[config.mk]
export PLATFORM = sky130hd
export DESIGN_NAME = skbs_ctrl
export DESIGN_NICKNAME = d
export VERILOG_FILES = /design/src/hdl/skbs_pkg.sv /design/src/hdl/skbs_ctrl.sv
export SDC_FILE = /design/constraint.sdc
export NUM_CORES = 1
export LEC_CHECK = 0
export BUFFER_PORTS_ARGS = -buffer_cell sky130_fd_sc_hd__buf_4
export CAP_MARGIN = 30
export CORE_AREA = 10 10 47 49
export DETAILED_ROUTE_END_ITERATION = 8
export DIE_AREA = 0 0 57 59
export SLEW_MARGIN = 20
export SYNTH_ARGS = -nofsm -noshare
export SYNTH_HDL_FRONTEND = slang
export SYNTH_SLANG_ARGS = --single-unit
[constraint.sdc]
create_clock -name aclk -period 1.12 [get_ports aclk]
set_clock_uncertainty 0.15 [all_clocks]
set_input_delay 0.336 -clock aclk [delete_from_list [all_inputs] [get_ports aclk]]
set_output_delay 0.336 -clock aclk [all_outputs]
set_load 0.01 [all_outputs]
[src/hdl/skbs_pkg.sv]
`default_nettype none
// ----------------------------------------------------------------------------
// Sorted key search package
// Field widths, stream packing offsets, command codes and the command and
// status bundles shared by the controller, the datapath and the top level.
// ----------------------------------------------------------------------------
package skbs_pkg;

    localparam int DEFAULT_TABLE_DEPTH = 2048;

    localparam int KEY_LEN       = 6;
    localparam int CODE_W        = 21;
    localparam int STORED_CODE_W = 16;
    localparam int PAYLOAD_W     = 32;
    localparam int SLOT_W        = 11;
    localparam int COUNT_W       = 12;

    // Input tdata: entry_index, code_0 .. code_5, payload_in, zero fill.
    localparam int S_IDX_LSB     = 0;
    localparam int S_CODE_LSB    = S_IDX_LSB + SLOT_W;
    localparam int S_PAYLOAD_LSB = S_CODE_LSB + KEY_LEN * CODE_W;
    localparam int S_USED_W      = S_PAYLOAD_LSB + PAYLOAD_W;
    localparam int S_TDATA_W     = ((S_USED_W + 7) / 8) * 8;

    // Output tdata: payload_out, match_index, zero fill.
    localparam int M_USED_W      = PAYLOAD_W + SLOT_W;
    localparam int M_TDATA_W     = ((M_USED_W + 7) / 8) * 8;

    typedef enum logic {
        CMD_LOAD   = 1'b0,
        CMD_LOOKUP = 1'b1
    } cmd_t;

    localparam logic STATUS_FOUND = 1'b0;
    localparam logic STATUS_MISS  = 1'b1;

    typedef struct packed {
        logic load_wr;       // write the accepted entry into the table
        logic lookup_start;  // latch the key and issue the first probe
        logic step;          // evaluate the probe data and issue the next one
        logic emit;          // move the finished result into the output register
    } ctrl_cmd_t;

    typedef struct packed {
        logic count_zero;    // the search range is empty
        logic done;          // the current probe ends the search
        logic out_busy;      // the output register holds an untaken result
    } dp_status_t;

endpackage
`default_nettype wire

[src/hdl/skbs_ctrl.sv]
`default_nettype none
// ----------------------------------------------------------------------------
// Sorted key search controller
// Sequences one item at a time: a load, a lookup through its
// probes and then the hand-off of the result to the output register.
// ----------------------------------------------------------------------------
module skbs_ctrl (
    input  wire logic                 aclk,
    input  wire logic                 aresetn,
    input  wire logic                 s_tvalid,
    output logic                      s_tready,
    input  wire logic                 s_command,
    input  wire skbs_pkg::dp_status_t status,
    output skbs_pkg::ctrl_cmd_t       cmd
);

    typedef enum logic [2:0] {
        ST_IDLE  = 3'b001,
        ST_PROBE = 3'b010,
        ST_EMIT  = 3'b100
    } state_t;

    state_t state_reg;
    state_t state_next;
    logic   accept;

    assign s_tready = (state_reg == ST_IDLE);
    assign accept   = s_tvalid && s_tready;

    always_comb begin
        state_next       = state_reg;
        cmd              = '0;
        cmd.load_wr      = accept && (s_command == skbs_pkg::CMD_LOAD);
        cmd.lookup_start = accept && (s_command == skbs_pkg::CMD_LOOKUP);
        unique case (state_reg)
            ST_IDLE: begin
                if (cmd.lookup_start) begin
                    state_next = status.count_zero ? ST_EMIT : ST_PROBE;
                end
            end
            ST_PROBE: begin
                cmd.step = 1'b1;
                if (status.done) begin
                    state_next = ST_EMIT;
                end
            end
            ST_EMIT: begin
                cmd.emit = !status.out_busy;
                if (!status.out_busy) begin
                    state_next = ST_IDLE;
                end
            end
            default: begin
                state_next = ST_IDLE;
            end
        endcase
    end

    always_ff @(posedge aclk) begin
        if (!aresetn) begin
            state_reg <= ST_IDLE;
        end else begin
            state_reg <= state_next;
        end
    end

    // A result must never overwrite one that the consumer has not taken yet.
    a_emit_free: assert property (@(posedge aclk) disable iff (!aresetn)
        cmd.emit |-> !status.out_busy)
        else $error("result emitted into a busy output register");

    // A lookup whose search range is empty produces its miss right away.
    a_empty_skips_probe: assert property (@(posedge aclk) disable iff (!aresetn)
        (cmd.lookup_start && status.count_zero) |=> (state_reg == ST_EMIT))
        else $error("empty lookup entered the probe loop");

endmodule
`default_nettype wire

### Word-level counts from Yosys, hierarchy flattened

Index checks and enable logic that the tools add are counted.

* register bits: 3
* output and inout bits: 5
* latch bits: 0
* input port bits: 7
* word-level logic and storage cells: 20
* ROM bits: 0
* RAM bits: 0
* memories: 0

* $mul: 0
* $lt $le $gt $ge: 0
* reductions and logical operators: 5
* divide/modulo/power cells: 0
* bitwise gates (word level): 1
* eq/ne operators: 6
* shifts and indexed selects: 0
* muxes and demuxes: 7
* $add $sub $neg: 0

Operators with widths (count)
* $mux W3: 4
* $pmux W3 S3: 1
* $ne A2 B2 Y1 const B: 2
* $eq A3 B1 Y1 const B: 1
* $eq A3 B2 Y1 const B: 1
* $eq A3 B3 Y1 const B: 1
* $logic_and A1 B1 Y1: 3
* $reduce_and A3 Y1: 1
* $mux W1: 2
* $ne A2 B1 Y1 const B: 1
* $logic_not A1 Y1: 1
* $not A1 Y1: 1

### Longest topological paths before layout

Gate-level depths: netlist of the first run.

* depth after elaboration: 5
* depth in mapped cells: 3
* mapped depth without buffers: 3

### Worst setup path after synthesis of the first run

Ideal clock, no wire load.

* path type: register -> output
* from: register state_reg[0]
* to: output cmd[2] (netlist bit)
* data arrival time: 859 ps
* setup slack: -225 ps
* cell stages (with the launch flop): 3
* buffers on the path: 0
* required time: 634 ps
* cell sequence: dfxtp_1 -> nor3b_4 -> and3_4

RTL lines
* start, declared: line skbs_ctrl.sv:23 `state_t state_reg;`
* start signal, assigned: line skbs_ctrl.sv:63 `state_reg <= state_next;`
* end, declared: line skbs_ctrl.sv:14 `output skbs_pkg::ctrl_cmd_t cmd`

==> flow_summary.json, run 1 <==
{
  "outcome": "finished, violations left",
  "violations": "setup timing",
  "multi_input_area_um2": 124,
  "wire_per_inst_um": 10.3,
  "viasPerCell": 3.91,
  "htree_levels": 1,
  "slowest_stage": "dfxtp_2",
  "drc": 0,
  "clock-root-buffer": "clkbuf_4",
  "grt_first_pass_wirelength_um": 897,
  "die-area_mm2": 0.00336,
  "dp.cells": 50,
  "drt_iter0_markers": 1,
  "fin_area_um2": 369,
  "synth_most_common_cell": "dfxtp_1",
  "antenna_found_initial": 0,
  "numCtsBuffers": 3,
  "hold_class": "input port to register",
  "synth.cell_area_um2": 179,
  "setup_violations": 8,
  "crit_type": "register to output pin",
  "core_mm2": 0.00140,
  "period_minus_slack_ns": 1.58,
  "gr-total-overflow": 0,
  "ys_seq_elements": 3,
  "final_hold_viol_count": 0,
  "path_cells": "nor3b_4 > and3_4 > buf_6",
  "grt_pass1_vias": 232,
  "numPortBuffers": 11,
  "critPathRequiredTime_ns": 0.63,
  "synth_cells": 19,
  "start_util_pct": 12.8,
  "holdCritStartpoint": "status[2]",
  "layout.nets": 47,
  "rows": 14,
  "postRouteAntennaNets": 0,
  "peakVddDrop_mv": 0.363,
  "synth_nets": 26,
  "end_kind": "output pin",
  "dp_hpwl_um": 472,
  "timing.critical_path.arrival_ns": 1.09,
  "fillCellCount": 163,
  "num_antenna_cells": 0,
  "synthTopCellsByCount": "dfxtp_1 (3), nor2_1 (2), o21ai_0 (2)",
  "largest_register_ffs": 3,
  "dieHeight_um": 59,
  "p_leak_uw": 0.000170,
  "crit_start": "state_reg[1]$_SDFFE_PN0P_",
  "max-cap-violations": 0,
  "slew-limit-headroom_pct": 83.0,
  "slew_violations": 0,
  "seq_area_um2": 63.8,
  "ios": 12,
  "avgSynthCellArea_um2": 9.42,
  "finalNonFillerCells": 55,
  "die_w_um": 57,
  "cts_tree": "yes",
  "yosysWarnings": 0,
  "place_congestion": 0.758,
  "grt_max_degree": 5,
  "synth.distinct_cells": 15,
  "worst-path-buf-inv": 1,
  "power_density_mw_per_mm2": 1060,
  "totalWireLength_um": 568,
  "synth_area_leaders": "dfxtp_1 (34%), nor3b_4 (10%), a32o_2 (6.3%)",
  "grt_setup_unrepaired": "yes",
  "yosys.area.top_type": "dfxtp_1",
  "drive_gt1_share_pct": 74.4,
  "max_stage_delay_ns": 0.33,
  "synth_top_flop_cell": "dfxtp_1",
  "placed_area_um2": 317,
  "path_delay_family": "simple AND/OR/NAND/NOR gates",
  "synth_edf_count": 0,
  "period_share_pct": 141,
  "clk_path_buf_depth": 2,
  "cts.clk_slew.worst_paths_ns": 0.04,
  "postLayoutSetupSlackWorst_ns": -0.456,
  "worstReg2RegStart": "state_reg[0]$_SDFFE_PN1P_",
  "worst_pin_slew_ns": 0.251,
  "grt.total_usage_pct": 3.59,
  "critPathMaxFanout": 4,
  "ys_seq_area_share_pct": 33.6,
  "yosysTopAreaCellShare_pct": 33.6,
  "start_kind": "register",
  "vias": 215,
  "firstDrtPassIters": 2,
  "dp_slack_ns": -0.254,
  "clk_latency_ns": 0.23,
  "cts_sinks": 3,
  "timing.fmax_mhz": 635,
  "area_growth_pct": 106,
  "async_flop_share_pct": 0
}
-- timing repair --
item | 4_1_cts | 5_1_grt
endpoints found under the setup margin | 8 | 8
gates resized for setup | 6 | 1
hold buffers | 0 | 0
pin swaps | 6 | 3
buffers inserted | 1 | 1
-- power by group --
part | internal [µW] | leakage (µW) | switching (µW)
combinational | 57.0 | 0.000130 | 30.9
sequential | 112 | 0.0000250 | 3.97
clock | 133 | 0.0000150 | 53.2
total | 302 | 0.000170 | 88.0
-- stage by stage --
stage	hold WS, ns	utilization [%]	total power (µW)	setup TNS, ns
4_1_cts	0.221	25.5	395	-2.46
6_report	0.225	26.3	390	-2.57
3_5_place_dp	0.463	22.6	194	-1.39
3_3_place_gp	0.462	22.6	193	-1.30
2_1_floorplan	0.262	-	146	-0.788
5_1_grt	0.226	26.3	411	-2.92
-- placed cells by master (no fill, tap or decap) --
cell type / count
a21oi_1: 1
a32o_1: 1
a32o_2: 1
and2b_2: 1
and3_4: 1
buf_4: 13
buf_6: 3
clkbuf_1: 1
clkbuf_4: 3
dfxtp_2: 3
inv_1: 1
nand2_1: 1
nand2b_1: 1
nand3b_1: 1
nor2_2: 2
nor2b_1: 1
nor3b_4: 1
nor4b_1: 1
o21ai_0: 1
o21ai_2: 1
-- metal layers --
metal | vias to the layer above | track usage (%) | share of wire [%]
met2 | 6 | 6.51 | 57
met4 | 0 | 3.02 | 0
li1 | 111 | - | -
met3 | 0 | 2.36 | 6.2
met5 | - | 0 | 0
met1 | 98 | 2.50 | 37
-- final timing paths --
kind / to / slack [ns] / cells past startpoint
worst min-delay path: state_reg[2]$_SDFFE_PN0P_ / 0.23 / 2
worst max register to register: state_reg[2]$_SDFFE_PN0P_ / -0.22 / 5
worst max-delay path: cmd[2] / -0.46 / 3
worst min register to register: state_reg[0]$_SDFFE_PN1P_ / 0.47 / 3
-- cells by family (layout without fill, tap and decap cells) --
family          after synthesis  in the layout  share of synthesized area, %
compound gates                5              5                          20.3
flops                         3              3                          33.6
simple gates                 10             10                          44.1
buf+inv                       1             21                          2.10
-- area by class of cell --
type | instances | share of cell area, %
Clock buffer | 4 | 7.12
Inverter | 1 | 1.02
Multi-Input combinational cell | 15 | 33.6
Sequential cell | 3 | 17.3
Tap cell | 16 | 5.42
Timing Repair Buffer | 16 | 35.6
(Power assumes the default switching activity.)
==> inputs of run 2 (changes only) <==
- CORE_AREA: 10 10 47 49 -> 2 2 39 41
- DIE_AREA: 0 0 57 59 -> 0 0 41 43
- SKIP_LAST_GASP: unset -> 1
==> flow_summary.json, run 2 (synthesis gave the netlist of run 1 again) <==
{
  "slew-limit-headroom_pct": 83.5,
  "layout.nets": 46,
  "max_stage_delay_ns": 0.33,
  "worst_pin_slew_ns": 0.244,
  "pwr-share-clk_pct": 48.8,
  "hold_depth": 2,
  "grt_max_degree": 5,
  "path_cells": "nor3b_4 > and3_4 > buf_6",
  "cts_tree": "yes",
  "die_w_um": 41,
  "slowest_stage": "dfxtp_2",
  "path_delay_family": "simple AND/OR/NAND/NOR gates",
  "place_congestion": 0.700,
  "numCtsBuffers": 3,
  "fillCellCount": 164,
  "firstDrtPassIters": 1,
  "setup_violations": 8,
  "report.power.total_uw": 383,
  "postLayoutCoreUtil_pct": 25.6,
  "gr-total-overflow": 0,
  "start_util_pct": 12.9,
  "rows": 14,
  "htree_levels": 1,
  "p_int_uw": 298,
  "antenna_found_initial": 0,
  "period_share_pct": 140,
  "worst-path-buf-inv": 1,
  "totalWireLength_um": 461,
  "hold-worst-slack_ns": 0.241,
  "switching_share_pct": 22.2,
  "period_minus_slack_ns": 1.57,
  "wire_per_inst_um": 8.54,
  "drive_gt1_share_pct": 71.1,
  "peakVddDrop_mv": 0.433,
  "critPathMaxFanout": 4,
  "ios": 12,
  "max-cap-violations": 0,
  "clk_latency_ns": 0.23,
  "outcome": "finished, violations left",
  "die-area_mm2": 0.00176,
  "slew_violations": 0,
  "dieHeight_um": 43,
  "core_mm2": 0.00138,
  "rr_worst_depth": 4,
  "postLayoutSetupSlackWorst_ns": -0.452,
  "p_leak_uw": 0.000163,
  "final_common_cell": "buf_4",
  "drt_iter0_markers": 0,
  "timing.fmax_mhz": 636,
  "grt_first_pass_wirelength_um": 696,
  "largest_register_ffs": 3,
  "clock-root-buffer": "clkbuf_4",
  "violations": "setup timing",
  "viasPerCell": 3.91,
  "critPathRequiredTime_ns": 0.63,
  "path_depth": 3,
  "grt_setup_unrepaired": "yes",
  "clk_path_buf_depth": 2,
  "final.setup.tns_ns": -2.28,
  "crit_type": "register to output pin",
  "vias": 211,
  "end_kind": "output pin",
  "grt_pass1_vias": 190,
  "power_density_mw_per_mm2": 1080,
  "num_antenna_cells": 0,
  "area_growth_pct": 97.9,
  "timing.critical_path.arrival_ns": 1.09,
  "pwr-share-seq_pct": 30.3,
  "postRouteAntennaNets": 0,
  "cts_sinks": 3,
  "combPwrFrac_pct": 20.9,
  "switching_power_uw": 85.2,
  "cts.clk_slew.worst_paths_ns": 0.04,
  "final_hold_viol_count": 0,
  "numPortBuffers": 11,
  "start_kind": "register",
  "final_cell_mix": "buf_4 (13), clkbuf_4 (3), dfxtp_2 (3)",
  "hold_class": "input port to register",
  "grt.total_usage_pct": 7.42,
  "drc": 0
}
[run 2: cell count changes in the layout (fill, tap and decap cells not counted), sizes merged]
cell	previous run	this run
buf	16	15
[run 2: metrics by stage]
| stage | setup WS (ns) | cell area (µm²) | cells |
|---|---|---|---|
| after floorplan | -0.196 | 184 | 19 |
| after global placement | -0.231 | 317 | 50 |
| after detailed placement | -0.228 | 317 | 50 |
| after CTS | -0.462 | 354 | 54 |
| after global routing | -0.526 | 354 | 54 |
| final | -0.452 | 354 | 54 |
[run 2: power by group through the flow]
stage               Combinational, µW  Clock [µW]  Sequential [µW]
floorplan                        28.5           0              117
global placement                 75.2           0              118
detailed placement               75.7           0              118
CTS                              81.1         196              116
global route                     87.4         218              116
finish                           80.0         187              116
[run 2: path summary, 6_finish.rpt]
check / from / slack (ns) / endpoint
worst min register to register: state_reg[0]$_SDFFE_PN1P_ / 0.48 / state_reg[0]$_SDFFE_PN1P_
worst max-delay path: state_reg[1]$_SDFFE_PN0P_ / -0.45 / cmd[2]
worst max register to register: state_reg[0]$_SDFFE_PN1P_ / -0.13 / state_reg[2]$_SDFFE_PN0P_
worst min-delay path: status[2] / 0.24 / state_reg[2]$_SDFFE_PN0P_
[run 2: final cells by class]
| class | count | area [µm²] | area share, % |
|---|---|---|---|
| Sequential cell | 3 | 63.8 | 18.0 |
| Tap cell | 16 | 20.0 | 5.65 |
| Clock buffer | 4 | 26.3 | 7.42 |
| Inverter | 1 | 3.75 | 1.06 |
| Timing Repair Buffer | 15 | 120 | 33.9 |
| Multi-Input combinational cell | 15 | 120 | 33.9 |
[run 2: per-layer routing]
metal	share of wire (%)	global-route usage [%]	vias to the layer above
met5	0	0	-
met4	0	10.0	0
met3	8.9	6.28	0
met2	62	11.3	6
met1	29	3.53	97
li1	-	-	108
[run 2: worst reg2reg max path, delay by kind of cell, from the launching register on]
| family | cells | cell delay, ns |
|---|---|---|
| AO/OA/AOI/OAI | 1 | 0.23 |
| flip-flops | 1 | 0.32 |
| AND/OR/NAND/NOR | 2 | 0.30 |
| buffers and inverters | 1 | 0.13 |
[run 2: repair_timing]
item | 4_1_cts | 5_1_grt
setup buffers | 1 | 1
hold buffers | 0 | 0
gates resized for setup | 5 | 0
endpoints found under the setup margin | 8 | 8
pin swaps | 6 | 3
